### config.mk
export PLATFORM = sky130hd
export DESIGN_NAME = rle_literal_run_encoder_unit
export DESIGN_NICKNAME = d
export VERILOG_FILES = /design/src/sv/rle_lit_pkg.sv /design/src/sv/rle_literal_run_encoder_unit.sv /design/src/sv/rle_lit_ram.sv /design/src/sv/rle_lit_dp.sv /design/src/sv/rle_lit_ctrl.sv
export SDC_FILE = /design/constraint.sdc
export NUM_CORES = 1
export LEC_CHECK = 0
export BUFFER_PORTS_ARGS = -buffer_cell sky130_fd_sc_hd__buf_2
export CORE_MARGIN = 2
export CORE_UTILIZATION = 56
export DETAILED_ROUTE_END_ITERATION = 7
export HOLD_SLACK_MARGIN = 0.08
export PLACE_DENSITY = 0.8
export SLEW_MARGIN = 20
export SYNTH_ARGS = -nofsm -noshare
export SYNTH_HDL_FRONTEND = slang
export SYNTH_HIERARCHICAL = 1
export SYNTH_SLANG_ARGS = --single-unit
### constraint.sdc
create_clock -name clk -period 3.25 [get_ports clk]
set_clock_uncertainty 0.15 [all_clocks]
set_input_delay 0.65 -clock clk [delete_from_list [all_inputs] [get_ports clk]]
set_output_delay 0.65 -clock clk [all_outputs]
set_load 0.03 [all_outputs]
### src/sv/rle_lit_pkg.sv
package rle_lit_pkg;

  // Run token limits and header flag
  localparam logic [6:0] RUN_MIN  = 7'd4;
  localparam logic [6:0] RUN_MAX  = 7'd127;
  localparam logic [7:0] RUN_FLAG = 8'h80;

  // Output word geometry
  localparam int unsigned WORD_W  = 64;
  localparam int unsigned CNT_W   = 4;

  // Controller to datapath commands
  typedef struct packed {
    logic in_load;    // capture input item
    logic new_group;  // start or extend the pending group
    logic append;     // move one group byte into the literal buffer
    logic run_emit;   // send a run token word
    logic fl_hdr;     // start a literal token with its header byte
    logic fl_rd;      // read the next literal byte
    logic fl_cap;     // place the read byte into the word buffer
    logic fl_emit;    // send the word buffer
    logic fin;        // mark the stream end on the emitted word
    logic grp_reset;  // return to reset state after a stream
  } cmd_t;

  // Datapath to controller status
  typedef struct packed {
    logic gc_zero;
    logic gc_one;
    logic gc_three;
    logic gc_ge_min;
    logic gc_max;
    logic b_ne_gv;
    logic lc_zero;
    logic lc_last;
    logic pos_end;
    logic slot_full;
    logic fl_tend;
    logic in_last;
    logic out_free;
  } sts_t;

endpackage

### src/sv/rle_literal_run_encoder_unit.sv
// Channel  Dir  Payload (lowest bit first)                      Marks
// s_*      in   tdata: data_byte[7:0]                           tlast: last_byte
// m_*      out  tdata: token_word[63:0], byte_count[67:64], 0s  tlast: token_end,
//                                                               tuser: stream_end
//
// A byte that emits nothing passes the accept, check, extend, cap test and last test states.
// Closing a group adds a close state and an append state per byte moved into the
// literal buffer; a run token word adds a run state; a final byte adds a close,
// a flush check and a reset state. A literal token takes a header state, then a
// read of the literal RAM and a capture per byte, and an output state per word.
// rst is synchronous, active high; it clears the controller, counters and output.
// The output register takes a new word only when free or being taken; a stalled
// m_tready holds the controller in place, and s_tready is high only when idle.
module rle_literal_run_encoder_unit
  import rle_lit_pkg::*;
#(
  parameter int LITERAL_MAX = 127
) (
  input  logic        clk,
  input  logic        rst,
  input  logic        s_tvalid,
  output logic        s_tready,
  input  logic [7:0]  s_tdata,   // data_byte[7:0]
  input  logic        s_tlast,
  output logic        m_tvalid,
  input  logic        m_tready,
  output logic [71:0] m_tdata,   // token_word[63:0], byte_count[67:64], zero[71:68]
  output logic        m_tlast,
  output logic        m_tuser    // stream_end
);

  cmd_t              cmd;
  sts_t              sts;
  logic [WORD_W-1:0] token_word;
  logic [CNT_W-1:0]  byte_count;

  rle_lit_ctrl u_ctrl (
    .clk      (clk),
    .rst      (rst),
    .in_valid (s_tvalid),
    .in_ready (s_tready),
    .sts      (sts),
    .cmd      (cmd)
  );

  rle_lit_dp #(
    .LITERAL_MAX (LITERAL_MAX)
  ) u_dp (
    .clk        (clk),
    .rst        (rst),
    .cmd        (cmd),
    .sts        (sts),
    .data_byte  (s_tdata),
    .last_byte  (s_tlast),
    .out_valid  (m_tvalid),
    .out_ready  (m_tready),
    .token_word (token_word),
    .byte_count (byte_count),
    .token_end  (m_tlast),
    .stream_end (m_tuser)
  );

  // Pack output payload
  assign m_tdata = {4'd0, byte_count, token_word};

`ifndef SYNTH
  // Stream end only closes a token
  a_end_in_token: assert property (@(posedge clk) disable iff (rst)
    m_tvalid && m_tuser |-> m_tlast)
    else $error("stream end outside token end");

  // Word carries one to eight bytes
  a_count_range: assert property (@(posedge clk) disable iff (rst)
    m_tvalid |-> (byte_count != 4'd0) && (byte_count <= 4'd8))
    else $error("byte count out of range");

  // One item at a time
  a_one_item: assert property (@(posedge clk) disable iff (rst)
    s_tvalid && s_tready |=> !s_tready)
    else $error("input taken while busy");

  // An accepted last byte drops s_tready
  a_last_flush: assert property (@(posedge clk) disable iff (rst)
    s_tvalid && s_tready && s_tlast |=> !s_tready)
    else $error("last byte not processed");
`endif

endmodule

### src/sv/rle_lit_ram.sv
module rle_lit_ram #(
  parameter int WIDTH = 8,
  parameter int DEPTH = 127
) (
  input  logic                     clk,
  input  logic                     we,
  input  logic [$clog2(DEPTH)-1:0] waddr,
  input  logic [WIDTH-1:0]         wdata,
  input  logic                     re,
  input  logic [$clog2(DEPTH)-1:0] raddr,
  output logic [WIDTH-1:0]         rdata
);

  logic [WIDTH-1:0] mem [DEPTH];

  // Write port
  always_ff @(posedge clk) begin
    if (we) begin
      mem[waddr] <= wdata;
    end
  end

  // Registered read port
  always_ff @(posedge clk) begin
    if (re) begin
      rdata <= mem[raddr];
    end
  end

endmodule

### src/sv/rle_lit_dp.sv
module rle_lit_dp
  import rle_lit_pkg::*;
#(
  parameter int LITERAL_MAX = 127
) (
  input  logic              clk,
  input  logic              rst,
  input  cmd_t              cmd,
  output sts_t              sts,
  input  logic [7:0]        data_byte,
  input  logic              last_byte,
  output logic              out_valid,
  input  logic              out_ready,
  output logic [WORD_W-1:0] token_word,
  output logic [CNT_W-1:0]  byte_count,
  output logic              token_end,
  output logic              stream_end
);

  localparam int AW = $clog2(LITERAL_MAX);
  localparam logic [6:0] LIT_LAST = 7'(LITERAL_MAX - 1);

  logic [7:0]        ib;
  logic              il;
  logic [7:0]        gv;
  logic [6:0]        gc;
  logic [6:0]        lc;
  logic [6:0]        pos;
  logic [6:0]        pos_m1;
  logic [CNT_W-1:0]  slot;
  logic [WORD_W-1:0] wbuf;
  logic              tend;
  logic [7:0]        rdata;
  logic [7:0]        run_hdr;

  assign pos_m1  = pos - 7'd1;
  assign run_hdr = RUN_FLAG | {1'b0, gc};

  // Literal buffer
  rle_lit_ram #(
    .WIDTH (8),
    .DEPTH (LITERAL_MAX)
  ) u_ram (
    .clk   (clk),
    .we    (cmd.append),
    .waddr (lc[AW-1:0]),
    .wdata (gv),
    .re    (cmd.fl_rd),
    .raddr (pos_m1[AW-1:0]),
    .rdata (rdata)
  );

  // Capture input item
  always_ff @(posedge clk) begin
    if (cmd.in_load) begin
      ib <= data_byte;
      il <= last_byte;
    end
  end

  // Group and literal counters
  always_ff @(posedge clk) begin
    if (rst || cmd.grp_reset) begin
      gv <= 8'd0;
      gc <= 7'd0;
      lc <= 7'd0;
    end else begin
      if (cmd.new_group) begin
        if (gc == 7'd0) begin
          gv <= ib;
        end
        gc <= gc + 7'd1;
      end
      if (cmd.append) begin
        lc <= lc + 7'd1;
        gc <= gc - 7'd1;
      end
      if (cmd.run_emit) begin
        gc <= 7'd0;
      end
      if (cmd.fl_emit && tend) begin
        lc <= 7'd0;
      end
    end
  end

  // Assemble literal token words
  always_ff @(posedge clk) begin
    if (cmd.fl_hdr) begin
      wbuf <= {57'd0, lc};
      slot <= CNT_W'(1);
      pos  <= 7'd1;
    end else if (cmd.fl_cap) begin
      wbuf <= wbuf | ({56'd0, rdata} << {slot[2:0], 3'b000});
      slot <= slot + CNT_W'(1);
      pos  <= pos + 7'd1;
      tend <= (pos == lc);
    end else if (cmd.fl_emit) begin
      wbuf <= '0;
      slot <= '0;
    end
  end

  // Output register
  always_ff @(posedge clk) begin
    if (rst) begin
      out_valid <= 1'b0;
    end else if (cmd.run_emit || cmd.fl_emit) begin
      out_valid <= 1'b1;
    end else if (out_ready) begin
      out_valid <= 1'b0;
    end
  end

  always_ff @(posedge clk) begin
    if (cmd.run_emit) begin
      token_word <= {48'd0, gv, run_hdr};
      byte_count <= CNT_W'(2);
      token_end  <= 1'b1;
      stream_end <= cmd.fin;
    end else if (cmd.fl_emit) begin
      token_word <= wbuf;
      byte_count <= slot;
      token_end  <= tend;
      stream_end <= cmd.fin && tend;
    end
  end

  // Status
  always_comb begin
    sts.gc_zero   = (gc == 7'd0);
    sts.gc_one    = (gc == 7'd1);
    sts.gc_three  = (gc == RUN_MIN - 7'd1);
    sts.gc_ge_min = (gc >= RUN_MIN);
    sts.gc_max    = (gc == RUN_MAX);
    sts.b_ne_gv   = (ib != gv);
    sts.lc_zero   = (lc == 7'd0);
    sts.lc_last   = (lc == LIT_LAST);
    sts.pos_end   = (pos == lc);
    sts.slot_full = (slot == CNT_W'(7));
    sts.fl_tend   = tend;
    sts.in_last   = il;
    sts.out_free  = !out_valid || out_ready;
  end

endmodule

### src/sv/rle_lit_ctrl.sv
module rle_lit_ctrl
  import rle_lit_pkg::*;
(
  input  logic clk,
  input  logic rst,
  input  logic in_valid,
  output logic in_ready,
  input  sts_t sts,
  output cmd_t cmd
);

  localparam logic [3:0] S_IDLE   = 4'd0;
  localparam logic [3:0] S_CHK    = 4'd1;
  localparam logic [3:0] S_CLOSE  = 4'd2;
  localparam logic [3:0] S_APPEND = 4'd3;
  localparam logic [3:0] S_NEW    = 4'd4;
  localparam logic [3:0] S_BIG    = 4'd5;
  localparam logic [3:0] S_LAST   = 4'd6;
  localparam logic [3:0] S_FIN    = 4'd7;
  localparam logic [3:0] S_RST    = 4'd8;
  localparam logic [3:0] S_RUN    = 4'd9;
  localparam logic [3:0] S_FHDR   = 4'd10;
  localparam logic [3:0] S_FRD    = 4'd11;
  localparam logic [3:0] S_FCAP   = 4'd12;
  localparam logic [3:0] S_FOUT   = 4'd13;

  logic [3:0] state, state_next;
  logic [3:0] ret, ret_next;
  logic       fin, fin_next;
  logic       cls_last, cls_last_next;
  logic [3:0] after_close;

  assign in_ready    = (state == S_IDLE);
  assign after_close = cls_last ? S_FIN : S_NEW;

  always_ff @(posedge clk) begin
    if (rst) begin
      state    <= S_IDLE;
      ret      <= S_IDLE;
      fin      <= 1'b0;
      cls_last <= 1'b0;
    end else begin
      state    <= state_next;
      ret      <= ret_next;
      fin      <= fin_next;
      cls_last <= cls_last_next;
    end
  end

  // Sequence the per-item steps and token emission
  always_comb begin
    state_next    = state;
    ret_next      = ret;
    fin_next      = fin;
    cls_last_next = cls_last;
    cmd           = '0;
    cmd.fin       = fin;
    case (state)
      S_IDLE: begin
        if (in_valid) begin
          cmd.in_load = 1'b1;
          state_next  = S_CHK;
        end
      end
      S_CHK: begin
        cls_last_next = 1'b0;
        if (!sts.gc_zero && sts.b_ne_gv) begin
          state_next = S_CLOSE;
        end else begin
          state_next = S_NEW;
        end
      end
      // Close the pending group as a run or into the literal buffer
      S_CLOSE: begin
        if (sts.gc_ge_min) begin
          fin_next   = cls_last && sts.lc_zero;
          ret_next   = after_close;
          state_next = S_RUN;
        end else if (sts.gc_zero) begin
          state_next = after_close;
        end else begin
          state_next = S_APPEND;
        end
      end
      S_APPEND: begin
        cmd.append = 1'b1;
        if (sts.lc_last) begin
          fin_next   = cls_last && sts.gc_one;
          ret_next   = sts.gc_one ? after_close : S_APPEND;
          state_next = S_FHDR;
        end else if (sts.gc_one) begin
          state_next = after_close;
        end
      end
      // Extend the group; flush literals when it becomes a run
      S_NEW: begin
        cmd.new_group = 1'b1;
        if (sts.gc_three && !sts.lc_zero) begin
          fin_next   = 1'b0;
          ret_next   = S_BIG;
          state_next = S_FHDR;
        end else begin
          state_next = S_BIG;
        end
      end
      S_BIG: begin
        if (sts.gc_max) begin
          fin_next   = sts.in_last && sts.lc_zero;
          ret_next   = S_LAST;
          state_next = S_RUN;
        end else begin
          state_next = S_LAST;
        end
      end
      S_LAST: begin
        if (sts.in_last) begin
          cls_last_next = 1'b1;
          state_next    = S_CLOSE;
        end else begin
          state_next = S_IDLE;
        end
      end
      S_FIN: begin
        if (!sts.lc_zero) begin
          fin_next   = 1'b1;
          ret_next   = S_RST;
          state_next = S_FHDR;
        end else begin
          state_next = S_RST;
        end
      end
      S_RST: begin
        cmd.grp_reset = 1'b1;
        cls_last_next = 1'b0;
        state_next    = S_IDLE;
      end
      S_RUN: begin
        if (sts.out_free) begin
          cmd.run_emit = 1'b1;
          state_next   = ret;
        end
      end
      // Literal token: header, then one buffer byte per read
      S_FHDR: begin
        cmd.fl_hdr = 1'b1;
        state_next = S_FRD;
      end
      S_FRD: begin
        cmd.fl_rd  = 1'b1;
        state_next = S_FCAP;
      end
      S_FCAP: begin
        cmd.fl_cap = 1'b1;
        if (sts.pos_end || sts.slot_full) begin
          state_next = S_FOUT;
        end else begin
          state_next = S_FRD;
        end
      end
      S_FOUT: begin
        if (sts.out_free) begin
          cmd.fl_emit = 1'b1;
          state_next  = sts.fl_tend ? ret : S_FRD;
        end
      end
      default: begin
        state_next = S_IDLE;
      end
    endcase
  end

endmodule
==> metrics.md, run 1 <==
| Metric | Value |
|---|---|
| Status | `complete, but fails checks` |
| Violated checks | `design-rule violations` |
| Final nets | `3046` |
| CTS tree | `yes` |
| Worst-case setup slack after placement | `-422 ps` |
| I/O Buffers | `84` |
| Detail-routed net length per standard cell | `between 20 and 30 µm` |
| Antenna viol nets, final | `0` |
| Initial Util | `between 50% and 60%` |
| Final core area utilization | `between 60% and 70%` |
| Cells after DPL | `a little over 4000` |
| Cell repeated most along the worst path | `buf_4` |
| Data arrival at the endpoint of the critical path | `around 3600 ps` |
| Unrepaired setup endpoints after global routing | `no` |
| Signed area change from the synthesized netlist to the final layout | `14.5%` |
| Final global-route overflow total | `0` |
| Post-synthesis sequential area ratio | `72.7%` |
| Cell count after synthesis | `~2700` |
| Clk slew on worst S/H paths | `about 60 ps` |
| Total number of H-tree levels | `3` |
| Worst setup slack after layout | `~36 ps` |
| Synthesis Warnings | `6` |
| Async SR Flop Fraction | `0%` |
| Number of different library cells in the post-synthesis netlist | `85` |
| Worst slew slack as a fraction of its limit | `30.9%` |
| Vias in the first global route | `between 20000 and 30000` |
| Terminus of the critical flop-to-flop path | `u_dp/u_ram/rdata[1]` |
| MaxCap Viol Count | `0` |
| Chip height | `between 200 and 300 µm` |
| Hold path startpoint | `rst` |
| Die Footprint | `0.0880 mm²` |
| Largest fanout on the critical path | `11` |
| FF+latch count, synth | `around 1200` |
| DR DRC count | `4` |
| Class of the tightest hold or removal check | `in2reg` |
| Number of synthesized flops with an enable pin | `1057` |
| CTS sink cnt | `about 1200` |
| Clock root buffer | `clkbuf_16` |
| Critical path launch point type | `flip-flop` |
| Final estimated routing congestion in global placement | `0.987` |
| Vias | `about 27000` |
| Register-to-Register Setup Slack | `~36 ps` |
| Post-DR vias/cell | `6.45` |
| Count of filler cells inserted in the layout | `5492` |
| Number of hold-slack violations in the final timing report | `0` |
| Cell with the largest stage delay on the worst path | `a22oi_1` |
| Leading register cell type out of synthesis | `edfxtp_1` |
| Total routing usage reported by global routing | `27.8%` |
| Kind of critical path | `reg2reg` |
| Maximum single-stage delay on the critical path | `520 ps` |
| First-pass GRT wire length | `approximately 180000 µm` |
| PwrDens | `615 mW/mm²` |
| Buffers from clock root to sink, at most | `3` |
| Worst EP required | `approximately 3600 ps` |
| Cell area after technology mapping | `roughly 0.048 mm²` |
| Pre-antenna DRT Iters | `8` |
| Largest delay share family, worst path | `compound AO/OA/AOI/OAI gates` |
| Number of buffer and inverter instances along the worst setup path | `3` |
| Type of destination of the critical path | `flip-flop` |
| Number of setup violations in the final report | `0` |
| Share of layout cells above drive strength 1 | `between 20 and 30%` |
| Slew at the pin closest to its max-slew limit | `a little over 1000 ps` |
| I/O pin total | `between 80 and 90` |
| Fin crit period | `3210 ps` |
| Number of max-slew violations in the final report | `0` |
| Terminating pin of the worst hold path | `u_ctrl/ret[1]` |
| Total number of placement rows | `107` |
| Drt initial violations | `3838` |
| Die width | `a little under 300 µm` |
| Hold path depth | `2` |
| Worst ir drop on vdd | `approximately 0.5 mV` |
| Number of buffers created by CTS | `between 100 and 150` |
| Critical path cell sequence | `buf_4 > nor3_1 > xor2_2 > buf_4 > inv_1 > mux2i_1 > a22oi_1 > o2111ai_1 > a211oi_1` |
| Core Box Area | `0.0850 mm²` |
| Highest attainable clock frequency | `between 0.3 and 0.4 GHz` |
| Total number of cells along the worst setup path | `9` |
| Worst R2R Start | `u_dp/pos[0]` |
| P_leak | `between 15 and 20 nW` |
| Count of placed standard cells in the final layout, fillers left out | `between 4000 and 5000` |
| Number of antenna violations at the first check in global routing | `2` |
| Final cycle utilization of the critical path | `a little under 100%` |
| Post-layout total power | `between 30 and 40 mW` |
| Leading cell type in the layout, fill and taps excluded | `edfxtp_1` |
| Total detailed-routing wirelength | `~120000 µm` |
| Post-detail-place hpwl | `around 76000 µm` |
| Reg2Reg Depth | `9` |
| Synthesized area per cell | `17.6 µm²` |
| Maximum number of pins on one net before global-route repair | `~110` |
| Source-to-sink clock delay at the later pin of the worst-skew pair | `slightly below 700 ps` |
| Top library cells by usage in the layout, fill and taps aside | `1057 x edfxtp_1, 282 x nor2_1, 245 x buf_4` |
| Source of the critical timing path | `u_dp/pos[0]` |
[sequential cells by signal, summed over array words and instances, names as in the netlist, 4 cells and up]
register          count
u_dp/u_ram/mem     1016
u_dp/token_word      64
u_dp/wbuf            64
u_dp/gv               8
u_dp/ib               8
u_dp/u_ram/rdata      8
u_dp/gc               7
u_dp/lc               7
u_dp/pos              7
u_ctrl/ret            4
u_ctrl/state          4
u_dp/byte_count       4
u_dp/slot             4
[what timing repair did]
action                     4_1_cts  5_1_grt
hold buffers                     9        0
gates cloned                     0        1
setup buffers                    3        3
setup endpoints to repair        8        8
pin swaps                        4        3
hold endpoints to repair         9        0
resized for setup               12       10
[cell usage after synthesis, types with 8 or more instances]
cell / count / area share, %
mux2i_1: 93 / 1.9
mux2_2: 32 / 0.75
a22oi_1: 79 / 1.2
a21oi_1: 35 / 0.37
nor3_1: 28 / 0.29
xor2_1: 24 / 0.44
nand4_1: 15 / 0.20
buf_4: 28 / 0.44
nand2b_1: 21 / 0.27
inv_1: 25 / 0.20
or3_1: 11 / 0.14
ha_1: 10 / 0.26
nand3_1: 24 / 0.25
a211oi_1: 27 / 0.42
clkbuf_1: 73 / 0.57
nand3b_1: 8 / 0.13
buf_6: 11 / 0.26
nor2_1: 283 / 2.2
buf_1: 21 / 0.16
nor4_1: 24 / 0.31
buf_2: 34 / 0.35
edfxtp_1: 1057 / 66
nand2_1: 96 / 0.75
o22ai_1: 32 / 0.42
a22o_1: 21 / 0.38
dfxtp_1: 155 / 6.5
nor2b_1: 37 / 0.48
o211ai_1: 10 / 0.16
mux4_2: 235 / 11
xnor2_1: 12 / 0.22
o21ai_0: 45 / 0.47
[cells by family (layout without fill, tap and decap cells)]
group / count (synthesis) / in the layout / share of synthesized area, %
AOI/OAI and AO/OA: 300 / 300 / 4.40
buffers and inverters: 198 / 589 / 2.17
muxes: 363 / 363 / 13.9
and+or+nand+nor: 599 / 599 / 5.93
adders and majority gates: 10 / 10 / 0.261
other: 1 / 5 / 0.00782
xor gates and xnor gates: 36 / 36 / 0.658
DFF: 1212 / 1212 / 72.7
[through the flow]
stage / cell area (µm²) / hold slack (ps) / TNS [ps]
floorplan: 48000 / 279 / 0
global placement: 51000 / 302 / -1220
detailed placement: 51000 / 310 / -1570
CTS: 54800 / 158 / -41.3
global route: 54900 / 174 / 0
finish: 54900 / 171 / 0
[per-layer routing]
layer,up-vias,track usage [%],share of wire (%)
met5,-,0,0.049
met4,4,13.5,5.4
met3,385,6.90,11
met2,1745,43.8,48
met1,13911,36.6,36
li1,11402,-,-
[how the worst max path moves through the flow]
stage / endpoint
finish: u_dp/u_ram/rdata[1]
CTS: u_dp/u_ram/rdata[2]
global route: u_dp/u_ram/rdata[3]
detailed placement: u_dp/u_ram/rdata[2]
global placement: u_dp/u_ram/rdata[2]
floorplan: u_dp/u_ram/rdata[3]
[cell type report]
type | instances | area, µm² | area share, %
flip-flops and latches | 1212 | 34900 | 63.5
well taps | 1144 | 1430 | 2.61
diodes | 1 | 2.50 | 0.00456
clock buffers | 142 | 3030 | 5.51
repair buffers | 357 | 2720 | 4.96
multi-input cells | 1312 | 12200 | 22.3
inverters | 26 | 105 | 0.191
clock inverters | 64 | 513 | 0.935
[where the power goes]
| group | internal [mW] | total [mW] | leakage [nW] | switching (mW) |
|---|---|---|---|---|
| combinational | 1.08 | 3.28 | 6.08 | 2.20 |
| clock | 7.06 | 12.7 | 1.73 | 5.65 |
| sequential | 17.6 | 17.7 | 11.0 | 0.112 |
| total | 25.8 | 33.7 | 18.8 | 7.96 |
Power figures use the tool's default switching activity.
==> inputs of run 2 (changes only) <==
--- a/config.mk
+++ b/config.mk
@@ -7,12 +7,11 @@
 export LEC_CHECK = 0
 export BUFFER_PORTS_ARGS = -buffer_cell sky130_fd_sc_hd__buf_2
 export CORE_MARGIN = 2
-export CORE_UTILIZATION = 56
+export CORE_UTILIZATION = 67
 export DETAILED_ROUTE_END_ITERATION = 7
 export HOLD_SLACK_MARGIN = 0.08
-export PLACE_DENSITY = 0.8
+export PLACE_DENSITY = 0.89
 export SLEW_MARGIN = 20
 export SYNTH_ARGS = -nofsm -noshare
 export SYNTH_HDL_FRONTEND = slang
-export SYNTH_HIERARCHICAL = 1
 export SYNTH_SLANG_ARGS = --single-unit
==> constraint.sdc (replaced) <==
create_clock -name clk -period 3.8 [get_ports clk]
set_clock_uncertainty 0.15 [all_clocks]
set_input_delay 0.76 -clock clk [delete_from_list [all_inputs] [get_ports clk]]
set_output_delay 0.76 -clock clk [all_outputs]
set_load 0.03 [all_outputs]
==> metrics.md, run 2 <==
| Metric | Value |
|---|---|
| Slew at the pin closest to its max-slew limit | `1150 ps (was 1040 ps)` |
| Cell count after synthesis | `2688 (was 2719)` |
| Multi-input gate area in the final layout | `0.0117 mm² (was 0.0122 mm²)` |
| Max reg flops | `1016 (unchanged)` |
| Number of hold-slack violations in the final timing report | `0 (unchanged)` |
| Worst EP required | `4070 ps (was 3630 ps)` |
| P_leak | `17.6 nW (was 18.8 nW)` |
| Total detailed-routing wirelength | `131000 µm (was 121000 µm)` |
| Sequential fraction of design power | `54.8% (was 52.6%)` |
| Number of buffers created by CTS | `114 (unchanged)` |
| Final global-route overflow total | `0 (unchanged)` |
| Buffers from clock root to sink, at most | `3 (unchanged)` |
| MaxCap Viol Count | `0 (unchanged)` |
| Number of different library cells in the post-synthesis netlist | `73 (was 85)` |
| Count of filler cells inserted in the layout | `3389 (was 5492)` |
| Clock power frac | `40.7% (was 37.7%)` |
| Drt initial violations | `5592 (was 3838)` |
| Chip height | `270 µm (was 297 µm)` |
| Share of Yosys cell area claimed by the top area cell type | `67.2% (was 66.2%)` |
| PwrDens | `530 mW/mm² (was 615 mW/mm²)` |
| Number of max-slew violations in the final report | `0 (unchanged)` |
| Number of setup violations in the final report | `5 (was 0)` |
| Top library cells by usage in the layout, fill and taps aside | `1057 x edfxtp_1, 248 x mux4_2, 238 x nor2_1 (was 1057 x edfxtp_1, 282 x nor2_1, 245 x buf_4)` |
| Final core area utilization | `75.7% (was 64.6%)` |
| Final estimated routing congestion in global placement | `0.914 (was 0.987)` |
| Total number of H-tree levels | `3 (unchanged)` |
| Dominant cell by count in the synthesized netlist | `edfxtp_1 (unchanged)` |
| Synthesized area per cell | `17.6 µm² (about the same)` |
| Signed area change from the synthesized netlist to the final layout | `12.0% (was 14.5%)` |
| Hold path depth | `1 (was 2)` |
| Fin crit period | `3910 ps (was 3210 ps)` |
| Source-to-sink clock delay at the later pin of the worst-skew pair | `710 ps (was 690 ps)` |
| Final nets | `2855 (was 3046)` |
| Cell accounting for the most synthesized area | `edfxtp_1 (unchanged)` |
| Type of destination of the critical path | `flip-flop (unchanged)` |
| Leading cell type in the layout, fill and taps excluded | `edfxtp_1 (unchanged)` |
| Largest registers | `u_dp.u_ram.mem (1016), u_dp.token_word (64), u_dp.wbuf (64) (was u_dp/u_ram/mem (1016), u_dp/token_word (64), u_dp/wbuf (64))` |
| Largest fanout on the critical path | `15 (was 11)` |
| Status | `complete, but fails checks (unchanged)` |
| DR DRC count | `0 (was 4)` |
| FF+latch count, synth | `1212 (unchanged)` |
| First-pass GRT wire length | `189000 µm (was 178000 µm)` |
| Core Box Area | `0.0699 mm² (was 0.0850 mm²)` |
| Clock root buffer | `clkbuf_16 (unchanged)` |
| Highest attainable clock frequency | `0.256 GHz (was 0.311 GHz)` |
| Critical path launch point type | `flip-flop (unchanged)` |
| Synthesis Warnings | `0 (was 6)` |
| Fraction of power spent switching nets | `22.7% (was 23.6%)` |
| Number of synthesized flops with an enable pin | `1057 (unchanged)` |
| Total routing usage reported by global routing | `35.7% (was 27.8%)` |
| Leading register cell type out of synthesis | `edfxtp_1 (unchanged)` |
| Share of layout cells above drive strength 1 | `22.3% (was 26.8%)` |
| Top cells by area, synth | `edfxtp_1 67%, mux4_2 12%, dfxtp_1 6.6%, nor2_1 1.9%, nand2_1 1.6% (was edfxtp_1 66%, mux4_2 11%, dfxtp_1 6.5%, nor2_1 2.2%, mux2i_1 1.9%)` |
| CTS sink cnt | `1212 (unchanged)` |
| Post-synthesis sequential area ratio | `73.7% (was 72.7%)` |
| Clk slew on worst S/H paths | `70 ps (was 60 ps)` |
| Area taken by flip-flops and latches | `0.0349 mm² (about the same)` |
| Antenna viol nets, final | `0 (unchanged)` |
| Initial Util | `67.6% (was 56.4%)` |
| Internal power component | `21.7 mW (was 25.8 mW)` |
| Die width | `270 µm (was 297 µm)` |
| Comb power frac | `4.4% (was 9.7%)` |
| Final cycle utilization of the critical path | `103% (was 98.9%)` |
| Reg2Reg Depth | `6 (was 9)` |
| Number of antenna violations at the first check in global routing | `2 (unchanged)` |
| Die Footprint | `0.0727 mm² (was 0.0880 mm²)` |
| Pre-antenna DRT Iters | `7 (was 8)` |
| Total number of placement rows | `97 (was 107)` |
| Post-DR vias/cell | `7.32 (was 6.45)` |
| I/O pin total | `89 (unchanged)` |
| Data arrival at the endpoint of the critical path | `4190 ps (was 3590 ps)` |
| Post-detail-place hpwl | `71100 µm (was 76300 µm)` |
| Maximum number of pins on one net before global-route repair | `125 (was 108)` |
| Async SR Flop Fraction | `0% (unchanged)` |
| Detail-routed net length per standard cell | `33.9 µm (was 28.4 µm)` |
| Top register by number of flip-flops | `u_dp.u_ram.mem (was u_dp/u_ram/mem)` |
| Violated checks | `negative setup slack (was design-rule violations)` |
| Worst setup slack after layout | `-113 ps (was 35.9 ps)` |
| Worst slew slack as a fraction of its limit | `22.8% (was 30.9%)` |
| NetSw | `6.37 mW (was 7.96 mW)` |
| CTS tree | `yes (unchanged)` |
| Min Hold Slack | `96.4 ps (was 171 ps)` |
| Worst ir drop on vdd | `0.490 mV (was 0.509 mV)` |
| Cell area after technology mapping | `0.0473 mm² (was 0.0479 mm²)` |
| I/O Buffers | `84 (unchanged)` |
| Class of the tightest hold or removal check | `in2reg (unchanged)` |
| Kind of critical path | `reg2reg (unchanged)` |
| Vias in the first global route | `28110 (was 27373)` |
| Vias | `28337 (was 27447)` |
| List of most frequent post-synthesis cells | `1057 x edfxtp_1, 248 x mux4_2, 241 x nor2_1 (was 1057 x edfxtp_1, 283 x nor2_1, 235 x mux4_2)` |
## run 2: cell count changes after synthesis, sizes merged, moves of 29 or more
cell and change:
mux2 -31, a21oi +53, nor2 -42, o22ai -29, mux2i -33, nand3 +43
a22oi -79, o21ai -29, a22o +46, nand2 +111
## run 2: timing repair
action,CTS,global route
setup buffers,0,4
hold endpoints to repair,2,0
hold buffers,2,0
cloned,0,2
gates resized for setup,1,8
pin swaps,0,0
endpoints found under the setup margin,1,8
## run 2: final cells by class
| type | count | share of cell area, % |
|---|---|---|
| Antenna cell | 1 | 0.00473 |
| Timing Repair Buffer | 195 | 2.73 |
| Inverter | 19 | 0.135 |
| Clock buffer | 153 | 5.92 |
| Multi-Input combinational cell | 1290 | 22.1 |
| Tap cell | 940 | 2.22 |
| Sequential cell | 1212 | 65.9 |
| Clock inverter | 60 | 1.02 |
## run 2: cell families after synthesis
group           count (synthesis)  synth area share, %
fa+ha+maj                      10                0.265
buf+inv                       189                 1.81
xor+xnor                       39                0.723
simple gates                  618                 5.64
flops                        1212                 73.7
compound gates                310                 4.72
mux                           309                 13.1
other cells                     1              0.00793
## run 2: layer usage
metal | part of all wire [%] | GRT usage [%] | up-vias
li1 | - | - | 10942
met1 | 32 | 45.5 | 13891
met3 | 13 | 8.42 | 648
met4 | 7.8 | 22.2 | 2
met5 | 0.028 | 0 | -
met2 | 47 | 56.5 | 2854
## run 2: final timing paths
kind	from	endpoint	slack [ps]
worst max-delay path	u_dp.pos[0]	u_dp.u_ram.rdata[4]	-110
worst min-delay path	s_tdata[3]	u_dp.ib[3]	100
worst max register to register	u_dp.pos[0]	u_dp.u_ram.rdata[4]	-110
worst min register to register	u_dp.wbuf[26]	u_dp.token_word[26]	320
## run 2: critical path, cell delays in order (launching register included)
cell	delay [ps]
dfxtp_4	440
nor3_2	560
nand3_1	270
xor2_1	760
nand2_1	600
a31oi_1	720
a211oi_1	120
## run 2: through the flow
step	TNS (ps)	total power [mW]	cell area, µm²	instances	setup slack (ps)
global placement	0	16.7	49100	3647	218
finish	-247	28.1	52900	3870	-113
detailed placement	0	16.8	49100	3647	183
floorplan	0	16.3	47300	2691	160
CTS	0	27.9	52800	3862	94.9
global route	-72.4	28.5	52900	3869	-37.8
## run 2: power groups by stage
stage / Sequential (mW) / Clock [mW] / Combinational (mW)
after floorplan: 15.7 / 0 / 0.597
after global placement: 15.6 / 0 / 1.10
after detailed placement: 15.7 / 0 / 1.17
after CTS: 15.4 / 11.4 / 1.19
after global routing: 15.4 / 11.8 / 1.31
final: 15.4 / 11.4 / 1.24
